[src/hdl/tpq_pkg.sv]
// ----------------------------------------------------------------------------
// tpq_pkg
// Shared widths, operation and status codes, and the per-cell command bundle
// of the task priority queue.
// ----------------------------------------------------------------------------
package tpq_pkg;

	localparam int ID_W    = 15;
	localparam int PRI_W   = 16;
	localparam int OP_W    = 2;
	localparam int STAT_W  = 2;
	localparam int COUNT_W = 5;

	localparam logic [OP_W-1:0] OP_ENQUEUE = 2'd0;
	localparam logic [OP_W-1:0] OP_DEQUEUE = 2'd1;
	localparam logic [OP_W-1:0] OP_REMOVE  = 2'd2;

	localparam logic [STAT_W-1:0] ST_OK        = 2'd0;
	localparam logic [STAT_W-1:0] ST_EMPTY     = 2'd1;
	localparam logic [STAT_W-1:0] ST_NOT_FOUND = 2'd2;
	localparam logic [STAT_W-1:0] ST_FULL      = 2'd3;

	// command broadcast to every cell in a cycle
	typedef struct packed {
		logic enq;    // insert key entry at its sorted place
		logic deq;    // every cell takes its successor's entry
		logic rem;    // cells not yet scanned take their successor's entry
		logic start;  // begin a search: clear the scanned marks
		logic step;   // search advances by one cell
	} tpq_cmd_t;

endpackage

[src/hdl/tpq_cell.sv]
// ----------------------------------------------------------------------------
// tpq_cell
// One slot of the sorted queue. Holds an entry, decides locally whether it
// keeps it, takes its neighbor's or takes the new one, and carries the mark
// of the id search token.
// ----------------------------------------------------------------------------
module tpq_cell (
	input  logic                       clk,
	input  logic                       arst_n,
	input  tpq_pkg::tpq_cmd_t          cmd,
	input  logic                       occ,
	input  logic [tpq_pkg::ID_W-1:0]   key_id,
	input  logic signed [tpq_pkg::PRI_W-1:0] key_pri,
	input  logic                       prev_lower,
	input  logic                       prev_passed,
	input  logic [tpq_pkg::ID_W-1:0]   prev_id,
	input  logic signed [tpq_pkg::PRI_W-1:0] prev_pri,
	input  logic [tpq_pkg::ID_W-1:0]   next_id,
	input  logic signed [tpq_pkg::PRI_W-1:0] next_pri,
	output logic                       lower,
	output logic                       passed,
	output logic                       tok,
	output logic                       hit,
	output logic [tpq_pkg::ID_W-1:0]   ent_id,
	output logic signed [tpq_pkg::PRI_W-1:0] ent_pri
);

	logic [tpq_pkg::ID_W-1:0]         id_q;
	logic signed [tpq_pkg::PRI_W-1:0] pri_q;
	logic                             passed_q;

	// free slot or strictly lower priority: the new entry goes at or before here
	assign lower  = !occ || (pri_q < key_pri);
	assign tok    = !passed_q && prev_passed;
	assign hit    = tok && occ && (id_q == key_id);
	assign passed = passed_q;
	assign ent_id  = id_q;
	assign ent_pri = pri_q;

	always_ff @(posedge clk) begin
		if (cmd.enq && lower) begin
			if (prev_lower) begin
				id_q  <= prev_id;
				pri_q <= prev_pri;
			end else begin
				id_q  <= key_id;
				pri_q <= key_pri;
			end
		end else if (cmd.deq || (cmd.rem && !passed_q)) begin
			id_q  <= next_id;
			pri_q <= next_pri;
		end
	end

	always_ff @(posedge clk or negedge arst_n) begin
		if (!arst_n) begin
			passed_q <= 1'b0;
		end else if (cmd.start) begin
			passed_q <= 1'b0;
		end else if (cmd.step) begin
			passed_q <= passed_q | tok;
		end
	end

endmodule

[src/hdl/task_priority_queue_unit.sv]
// ----------------------------------------------------------------------------
// task_priority_queue_unit
// Sorted task queue as a row of cells, highest priority at the head.
// Enqueue and dequeue take one item per cycle unless a search runs or a held result stalls
// the input; the result is registered and shows in the cycle after accept. Remove walks a
// search token one cell per cycle from the head; input stalls until it hits or misses.
// Reset clears the count, search marks and output valid; entry data is not reset.
// ----------------------------------------------------------------------------
module task_priority_queue_unit #(
	parameter int QUEUE_DEPTH = 16
) (
	input  logic                              clk,
	input  logic                              arst_n,
	input  logic                              in_valid,
	output logic                              in_stall,
	input  logic [tpq_pkg::OP_W-1:0]          operation,
	input  logic [tpq_pkg::ID_W-1:0]          task_id,
	input  logic signed [tpq_pkg::PRI_W-1:0]  task_priority,
	output logic                              out_valid,
	input  logic                              out_stall,
	output logic [tpq_pkg::STAT_W-1:0]        status,
	output logic [tpq_pkg::ID_W-1:0]          result_id,
	output logic signed [tpq_pkg::PRI_W-1:0]  result_priority,
	output logic [tpq_pkg::COUNT_W-1:0]       entry_count
);

	localparam int CNT_W = $clog2(QUEUE_DEPTH + 1);
	localparam logic [CNT_W-1:0] DEPTH_C = CNT_W'(QUEUE_DEPTH);

	localparam logic S_IDLE = 1'b0;
	localparam logic S_SCAN = 1'b1;

	logic                             state_q;
	logic [CNT_W-1:0]                 count_q;
	logic [tpq_pkg::ID_W-1:0]         key_q;
	logic                             out_valid_q;
	logic [tpq_pkg::STAT_W-1:0]       status_q;
	logic [tpq_pkg::ID_W-1:0]         rid_q;
	logic signed [tpq_pkg::PRI_W-1:0] rpri_q;
	logic [CNT_W-1:0]                 rcount_q;

	tpq_pkg::tpq_cmd_t cmd;
	logic                             accept;
	logic [tpq_pkg::ID_W-1:0]         key_id;

	logic [QUEUE_DEPTH-1:0] occ, lower, passed, tok, hit;
	logic [tpq_pkg::ID_W-1:0]         ent_id  [QUEUE_DEPTH];
	logic signed [tpq_pkg::PRI_W-1:0] ent_pri [QUEUE_DEPTH];

	logic                             any_hit, miss;
	logic [tpq_pkg::ID_W-1:0]         hit_id;
	logic [tpq_pkg::PRI_W-1:0]        hit_pri;

	logic                             res_load;
	logic [tpq_pkg::STAT_W-1:0]       res_status;
	logic [tpq_pkg::ID_W-1:0]         res_id;
	logic signed [tpq_pkg::PRI_W-1:0] res_pri;
	logic [CNT_W-1:0]                 res_count;

	assign in_stall = (state_q == S_SCAN) || (out_valid_q && out_stall);
	assign accept   = in_valid && !in_stall;
	assign key_id   = (state_q == S_SCAN) ? key_q : task_id;

	for (genvar i = 0; i < QUEUE_DEPTH; i++) begin : g_cell
		logic                             p_lower, p_passed;
		logic [tpq_pkg::ID_W-1:0]         p_id, n_id;
		logic signed [tpq_pkg::PRI_W-1:0] p_pri, n_pri;

		assign occ[i] = count_q > CNT_W'(i);

		if (i == 0) begin : g_head
			assign p_lower  = 1'b0;
			assign p_passed = 1'b1;
			assign p_id     = '0;
			assign p_pri    = '0;
		end else begin : g_body
			assign p_lower  = lower[i-1];
			assign p_passed = passed[i-1];
			assign p_id     = ent_id[i-1];
			assign p_pri    = ent_pri[i-1];
		end

		if (i == QUEUE_DEPTH - 1) begin : g_tail
			assign n_id  = '0;
			assign n_pri = '0;
		end else begin : g_mid
			assign n_id  = ent_id[i+1];
			assign n_pri = ent_pri[i+1];
		end

		tpq_cell u_cell (
			.clk         (clk),
			.arst_n      (arst_n),
			.cmd         (cmd),
			.occ         (occ[i]),
			.key_id      (key_id),
			.key_pri     (task_priority),
			.prev_lower  (p_lower),
			.prev_passed (p_passed),
			.prev_id     (p_id),
			.prev_pri    (p_pri),
			.next_id     (n_id),
			.next_pri    (n_pri),
			.lower       (lower[i]),
			.passed      (passed[i]),
			.tok         (tok[i]),
			.hit         (hit[i]),
			.ent_id      (ent_id[i]),
			.ent_pri     (ent_pri[i])
		);
	end

	// at most one cell holds the token, so an or of the gated entries selects it
	always_comb begin
		hit_id  = '0;
		hit_pri = '0;
		for (int i = 0; i < QUEUE_DEPTH; i++) begin
			hit_id  = hit_id  | (ent_id[i]  & {tpq_pkg::ID_W{hit[i]}});
			hit_pri = hit_pri | (ent_pri[i] & {tpq_pkg::PRI_W{hit[i]}});
		end
	end

	assign any_hit = |hit;
	// token reached a free slot or ran off the end of a full row
	assign miss    = (|(tok & ~occ)) || passed[QUEUE_DEPTH-1];

	always_comb begin
		cmd        = '0;
		res_load   = 1'b0;
		res_status = tpq_pkg::ST_OK;
		res_id     = '0;
		res_pri    = '0;
		res_count  = count_q;
		if (state_q == S_SCAN) begin
			if (any_hit) begin
				cmd.rem   = 1'b1;
				res_load  = 1'b1;
				res_id    = hit_id;
				res_pri   = hit_pri;
				res_count = count_q - 1'b1;
			end else if (miss) begin
				res_load   = 1'b1;
				res_status = tpq_pkg::ST_NOT_FOUND;
			end else begin
				cmd.step = 1'b1;
			end
		end else if (accept) begin
			case (operation)
				tpq_pkg::OP_ENQUEUE: begin
					res_load = 1'b1;
					if (count_q >= DEPTH_C) begin
						res_status = tpq_pkg::ST_FULL;
					end else begin
						cmd.enq   = 1'b1;
						res_id    = task_id;
						res_pri   = task_priority;
						res_count = count_q + 1'b1;
					end
				end
				tpq_pkg::OP_DEQUEUE: begin
					res_load = 1'b1;
					if (count_q == '0) begin
						res_status = tpq_pkg::ST_EMPTY;
					end else begin
						cmd.deq   = 1'b1;
						res_id    = ent_id[0];
						res_pri   = ent_pri[0];
						res_count = count_q - 1'b1;
					end
				end
				tpq_pkg::OP_REMOVE: begin
					if (count_q == '0) begin
						res_load   = 1'b1;
						res_status = tpq_pkg::ST_EMPTY;
					end else begin
						cmd.start = 1'b1;
					end
				end
				default: begin
					res_load = 1'b1;
				end
			endcase
		end
	end

	always_ff @(posedge clk or negedge arst_n) begin
		if (!arst_n) begin
			state_q     <= S_IDLE;
			count_q     <= '0;
			out_valid_q <= 1'b0;
		end else begin
			count_q <= res_count;
			if (cmd.start) begin
				state_q <= S_SCAN;
			end else if (res_load) begin
				state_q <= S_IDLE;
			end
			if (res_load) begin
				out_valid_q <= 1'b1;
			end else if (!out_stall) begin
				out_valid_q <= 1'b0;
			end
		end
	end

	always_ff @(posedge clk) begin
		if (cmd.start) begin
			key_q <= task_id;
		end
		if (res_load) begin
			status_q <= res_status;
			rid_q    <= res_id;
			rpri_q   <= res_pri;
			rcount_q <= res_count;
		end
	end

	assign out_valid       = out_valid_q;
	assign status          = status_q;
	assign result_id       = rid_q;
	assign result_priority = rpri_q;
	assign entry_count     = tpq_pkg::COUNT_W'(rcount_q);

`ifndef SYNTHESIS
	a_count_bound : assert property (@(posedge clk) disable iff (!arst_n)
		count_q <= DEPTH_C)
		else $error("entry count above queue depth");

	a_single_hit : assert property (@(posedge clk) disable iff (!arst_n)
		(state_q == S_SCAN) |-> $onehot0(hit))
		else $error("more than one cell matched the search token");

	a_scan_no_result : assert property (@(posedge clk) disable iff (!arst_n)
		(state_q == S_SCAN) |-> !out_valid_q)
		else $error("result pending while a search runs");

	a_full_count : assert property (@(posedge clk) disable iff (!arst_n)
		(out_valid_q && status_q == tpq_pkg::ST_FULL) |-> (count_q == DEPTH_C))
		else $error("full status with a queue that is not full");
`endif

endmodule
[config.mk]
export PLATFORM = sky130hd
export DESIGN_NAME = task_priority_queue_unit
export DESIGN_NICKNAME = d
export VERILOG_FILES = /design/src/hdl/tpq_pkg.sv /design/src/hdl/tpq_cell.sv /design/src/hdl/task_priority_queue_unit.sv
export SDC_FILE = /design/constraint.sdc
export NUM_CORES = 2
export LEC_CHECK = 0
export ABC_AREA = 1
export CORE_ASPECT_RATIO = 1.2
export CORE_MARGIN = 3
export CORE_UTILIZATION = 30
export CTS_CLUSTER_DIAMETER = 30
export DETAILED_ROUTE_END_ITERATION = 12
export DONT_BUFFER_PORTS = 1
export PLACE_DENSITY = 0.45
export REMOVE_ABC_BUFFERS = 1
export SLEW_MARGIN = 20
export SYNTH_ARGS = -nofsm -noshare
export SYNTH_HDL_FRONTEND = slang
export SYNTH_SLANG_ARGS = --single-unit
[constraint.sdc]
create_clock -name clk -period 3.85 [get_ports clk]
set_input_delay 0.1925 -clock clk [delete_from_list [all_inputs] [get_ports clk]]
set_output_delay 0.1925 -clock clk [all_outputs]
set_load 0.01 [all_outputs]
; Word-level counts from Yosys, hierarchy flattened
; Cells that the tools add are included.
[op_classes]
n_reduce_logical = 171
mux = 176
bitwise = 79
n_lt_le_gt_ge = 33
eq_ne = 19
n_addsub = 2
[ops]
columns = operator, n
row1 = $mux 16, 52
row2 = $mux 15, 53
row3 = $and 16x16->16, 17
row4 = $lt 16x16->1, 16
row5 = $and 15x15->15, 16
row6 = $eq 15x15->1, 16
row7 = $or 16x16->16, 15
row8 = $or 15x15->15, 15
row9 = $logic_and 1x1->1, 81
row10 = $mux 1, 55
row11 = $gt 5x4->1 const B, 8
row12 = $reduce_bool 2->1, 18
row13 = $logic_or 1x1->1, 34
row14 = $logic_not 1->1, 33
row15 = $pmux 16 s2, 1
row16 = $reduce_or 16->1, 2
row17 = $pmux 15 s2, 1
row18 = $mux 5, 5
row19 = $gt 5x3->1 const B, 4
row20 = $not 16->16, 1
row21 = $or 1x1->1, 15
row22 = $mux 2, 7
row23 = $gt 5x1->1 const B, 2
row24 = $gt 5x2->1 const B, 2
row25 = other kinds (11), 11
[word_totals]
regBits = 572
in_bits = 37

; Depth between registers and ports, before layout
[depth]
ltp_word = 22
depth_mapped = 21

; By module
; A second synthesis with hierarchy kept.
[unflattened]
cells_unflattened = 5805
hier_area_um2 = 44715.4
[by_module_without_submodules]
columns = mod, n_inst, area_each_um2, cells_each, seq_area_each_um2
row1 = tpq_cell, 16, 2377.3, 296, 955.9
row2 = task_priority_queue_unit, 1, 6678.9, 1069, 1766.7

; Worst setup path before layout
; Ideal clock, no wire load.
[synth_path]
path_type = input -> register
startpoint = in task_priority[5] (netlist bit)
endpoint = reg g_cell[8].u_cell.id_q (netlist bit g_cell[8].u_cell.ent_id[0]) (enable)
t_arrival_ps = 3332
required_time_ps = 3298
cell_stages = 13
n_path_buf = 2
slack_ps = -34
path_cell_list = inv_1 -> clkbuf_1 -> ha_1 -> a21oi_1 -> nand3b_1 -> nand2_1 -> o21ai_0 -> nand2_1 -> xor2_1 -> nand2_1 -> nand2_1 -> clkbuf_1 -> nand3_1
[synth_via]
elab_chain_cells = 4
[synth_lines]
columns = item, line_no
row1 = from (decl), task_priority_queue_unit.sv:18  ; input logic signed [tpq_pkg::PRI_W-1:0] task_priority,
row2 = $lt 16x16->1, tpq_cell.sv:33  ; assign lower = !occ || (pri_q < key_pri);
row3 = $logic_or 1x1->1, tpq_cell.sv:33
row4 = $logic_and 1x1->1, tpq_cell.sv:41  ; if (cmd.enq && lower) begin
row5 = $reduce_bool 2->1 (no line), -
row6 = to (signal assigned), tpq_cell.sv:43  ; id_q <= prev_id;
row7 = to (signal assigned), tpq_cell.sv:46  ; id_q <= key_id;
row8 = to (signal assigned), tpq_cell.sv:50  ; id_q <= next_id;
row9 = to (decl), tpq_cell.sv:28  ; logic [tpq_pkg::ID_W-1:0] id_q;
; Every way passes these cells.
; A chain may end at the register's enable or synchronous reset.

; Worst setup path after layout
[layout_path]
startpoint = reg state_q
endpoint = reg g_cell[1].u_cell.pri_q (netlist bit g_cell[1].u_cell.ent_pri[2]) (enable)
[layout_via]
elab_chain_cells = 9
elab_cells_between_ends = 45
[layout_lines]
columns = item, line_no
row1 = from (decl), task_priority_queue_unit.sv:33  ; logic state_q;
row2 = from (signal assigned), task_priority_queue_unit.sv:188  ; state_q <= S_IDLE;
row3 = from (signal assigned), task_priority_queue_unit.sv:194  ; state_q <= S_SCAN;
row4 = from (signal assigned), task_priority_queue_unit.sv:196  ; state_q <= S_IDLE;
row5 = $mux 15, task_priority_queue_unit.sv:62  ; assign key_id = (state_q == S_SCAN) ? key_q : task_id;
row6 = $eq 15x15->1, tpq_cell.sv:35  ; assign hit = tok && occ && (id_q == key_id);
row7 = $logic_and 1x1->1, tpq_cell.sv:35
row8 = $reduce_or 16->1, task_priority_queue_unit.sv:123  ; assign any_hit = |hit;
row9 = $mux 1, task_priority_queue_unit.sv:135  ; if (any_hit) begin
row10 = $mux 1, task_priority_queue_unit.sv:134  ; if (state_q == S_SCAN) begin
row11 = $logic_and 1x1->1, tpq_cell.sv:49  ; end else if (cmd.deq || (cmd.rem && !passed_q)) begin
row12 = $logic_or 1x1->1, tpq_cell.sv:49
row13 = $reduce_bool 2->1 (no line) *, -
row14 = to (signal assigned), tpq_cell.sv:44  ; pri_q <= prev_pri;
row15 = to (signal assigned), tpq_cell.sv:47  ; pri_q <= key_pri;
row16 = to (signal assigned), tpq_cell.sv:51  ; pri_q <= next_pri;
row17 = to (decl), tpq_cell.sv:29  ; logic signed [tpq_pkg::PRI_W-1:0] pri_q;
; Every way passes the cells marked *; elsewhere a longest branch is shown, timed or not.

==> impl_metrics.csv <==
group,metric,value,unit
synth,synthCells,6362,
power,power.density,656.0,nW/µm²
cts,cts_tree,"built",
global_route,grt_pass1_vias,45980,
final_layout,register_area,17060,µm²
sta,fmax,0.2659,GHz
routing,drt_pass1_iterations,6,
synth,syn_area,43760,µm²
final_layout,final_area,55840,µm²
critical_path,critPathKind,"reg2reg",
floorplan,num_rows,152,
synth,synth_seq_cells,572,
global_route,grt_overflow,0,
critical_path,crit_required,4.34,ns
synth,syn_area_per_cell,6.878,µm²
cts,cts.sinks,572,
sta,period_needed,3.761,ns
floorplan,fp.dieArea,150500,µm²
sta,post-route-period-util,97.69,%
final_layout,nNetsFinal,6978,
sta,setup_viol,0,
critical_path,end_kind,"register",
sta,finalMaxSlewViolations,0,
synth,yosysWarnings,0,
routing,vias,47690,
outcome,status,"finished, final reports clean",
routing,route.detailed.drc,0,
floorplan,dieHeight,424.4,µm
floorplan,fp.dieW,354.6,µm
place,place_inst,8392,
global_route,grt_pass1_wl,367700,µm
global_route,antenna_found_initial,20,
floorplan,start_util,30.39,%
cts,clk_pin_slew,0.05,ns
global_route,grt_util_all_layers,35.04,%
routing,postRouteAntennaNets,0,
critical_path,r2r_start,"state_q",
critical_path,crit_fanout,38,
final_layout,fin_util,38.79,%
final_layout,mostFrequentLayoutCell,"nand2_1",
sta,skew,0.05262,ns
routing,routedWlPerCell,30.65,µm
cts,cts.htree.levels,4,
sta,hold_viol_final,0,
sta,worstMarginPinSlew,0.8605,ns
synth,ys_seq_area_share,38.99,%
place,portBuffers,0,
cts,numCtsBuffers,179,
sta,hold_ws,0.06134,ns
final_layout,layout-drive-gt1-share,11.58,%
cts,root_buffer,"clkbuf_16",
synth,synth-edff-count,549,
synth,synth.distinct_cells,44,
cts,clock_path_buffers,3,
job,drv_cap,0,
critical_path,arrival,4.25,ns
place,place_ws,-0.07045,ns
place,placed_cell_area,49330,µm²
critical_path,cp-start-kind,"register",
final_layout,final_cells,8777,
floorplan,io_pins,77,
routing,vias_per_cell,5.433,
power,max-vdd-ir-drop,496.9,µV
routing,drt_wl_total,269000,µm
worst_hold_path,min-delay-start,"task_id[5]",
worst_hold_path,hold_path_class,"in2reg",
floorplan,fp.coreArea,144000,µm²
final_layout,n_fill_cell,15340,
synth,synthArstFlopShare,4.021,%
routing,drt-initial-drc-count,5161,
global_route,grt_start_max_net_pins,63,
final_layout,multi_input_area,23640,µm²
sta,rsz0062_at_grt,"no",
sta,max_slew_margin,42.57,%
power,p_leak,26.28,nW
final_layout,layout_common_cells,"3001 x nand2_1, 549 x edfxtp_1, 519 x o21ai_0",
sta,worst_slack,0.08897,ns
place,gp_congestion,1.035,
synth,ys.flop_type,"edfxtp_1",
critical_path,crit_start,"state_q",
cts,worstSkewPairLatency,0.82,ns
final_layout,area_growth,27.62,%
place,dp.final_hpwl,209400,µm
==> cells by family after synthesis <==
family	Yosys count	share of synthesized area, %
AND/OR/NAND/NOR	3814	34.84
AO/OA/AOI/OAI	897	11.17
buffers and inverters	808	7.426
flip-flops	572	38.99
adder cells (fa/ha/maj)	250	7.148
XOR/XNOR	21	0.4203
==> worst max-delay path, stage by stage (launching register included) <==
cell	delay, ns
dfrtp_1	0.44
buf_12	0.28
nand2_2	0.10
buf_4	0.23
nand3_1	0.20
nand2_1	0.12
nor2_1	0.13
nand2_1	0.06
nor2_1	0.35
nand3_2	0.32
nand2_1	0.17
nor2_1	0.06
nand2_2	0.10
nor2_8	0.06
nor2_8	0.09
buf_4	0.23
nand2_1	0.10
nand3_2	0.13
buf_12	0.20
==> layout make-up <==
| type | instances | share of cell area, % |
|---|---|---|
| Antenna cell | 12 | 0.05377 |
| Clock buffer | 206 | 8.393 |
| Clock inverter | 124 | 2.335 |
| Inverter | 488 | 3.285 |
| Multi-Input combinational cell | 4982 | 42.33 |
| Sequential cell | 572 | 30.55 |
| Tap cell | 1925 | 4.313 |
| Timing Repair Buffer | 468 | 8.738 |
==> state kept, by name, indices dropped and copies added, names as in the netlist, 2 cells and up <==
register / flops
count_q: 5
entry_count: 5
g_cell.u_cell.ent_id: 240
g_cell.u_cell.ent_pri: 256
g_cell.u_cell.passed: 16
key_q: 15
result_id: 15
result_priority: 16
status: 2
==> path summary, 6_finish.rpt <==
kind                                                     to  slack, ns  depth (start not counted)
worst max-delay path            g_cell[1].u_cell.ent_pri[2]       0.09                         18
worst min-delay path            g_cell[12].u_cell.ent_id[5]       0.06                          5
worst max register to register  g_cell[1].u_cell.ent_pri[2]       0.09                         18
worst min register to register     g_cell[13].u_cell.passed       0.50                          2
max in group asynchronous          g_cell[10].u_cell.passed       3.24                          4
min in group asynchronous                        count_q[1]       0.46                          4
==> routing by layer <==
layer  up-vias  wire, µm  global-route usage [%]
li1      21670         -                       -
met1     23050    101400                   40.39
met2      2241    127100                   58.69
met3       706     17590                   6.018
met4        16     22830                   25.23
met5         -       103                       0
==> Yosys cell counts, types with 5 or more instances <==
master    instances  area (µm²)
xor2_1           15       131.4
clkbuf_1        197       739.5
clkinv_1          6       22.52
nand3_1         288        1441
o21ai_0         521        2608
nand2_1        3012       11310
nand4_1         116       725.7
buf_6             5       56.30
o22ai_1          32       200.2
dfrtp_1          23       575.6
o211ai_1        123       923.4
nor2_2           13       81.33
edfxtp_1        549       16490
xnor2_1           6       52.55
inv_1           475        1783
a21oi_1         179       895.9
o21ai_1          23       115.1
buf_2           101       505.5
nor2_1          308        1156
nor3_1           31       155.2
nand3b_1         15       112.6
buf_4            14       105.1
ha_1            250        3128
a21o_1            8       60.06
inv_2             7       26.28
nand2_2          18       112.6
==> repair_timing <==
item                                    in CTS  in global routing
hold endpoints to repair                   256                  0
hold buffers                                43                  0
gates resized for setup                      2                 13
pin swaps                                    0                  1
setup buffers                                0                  1
endpoints found under the setup margin     161                 47
==> power breakdown <==
| group | switching, mW | internal, mW |
|---|---|---|
| sequential | 1.26 | 7.98 |
| clock | 4.60 | 10.1 |
| combinational | 9.04 | 3.61 |
| total | 14.9 | 21.7 |
==> per-stage QoR <==
step	setup TNS [ns]	power, mW
4_1_cts	0	36.40
6_report	0	36.63
3_3_place_gp	-0.02235	21.48
5_1_grt	0	38.00
3_5_place_dp	-2.068	21.45
2_1_floorplan	-1088.94	14.59
No activity file was read; power rests on OpenSTA's default activity.
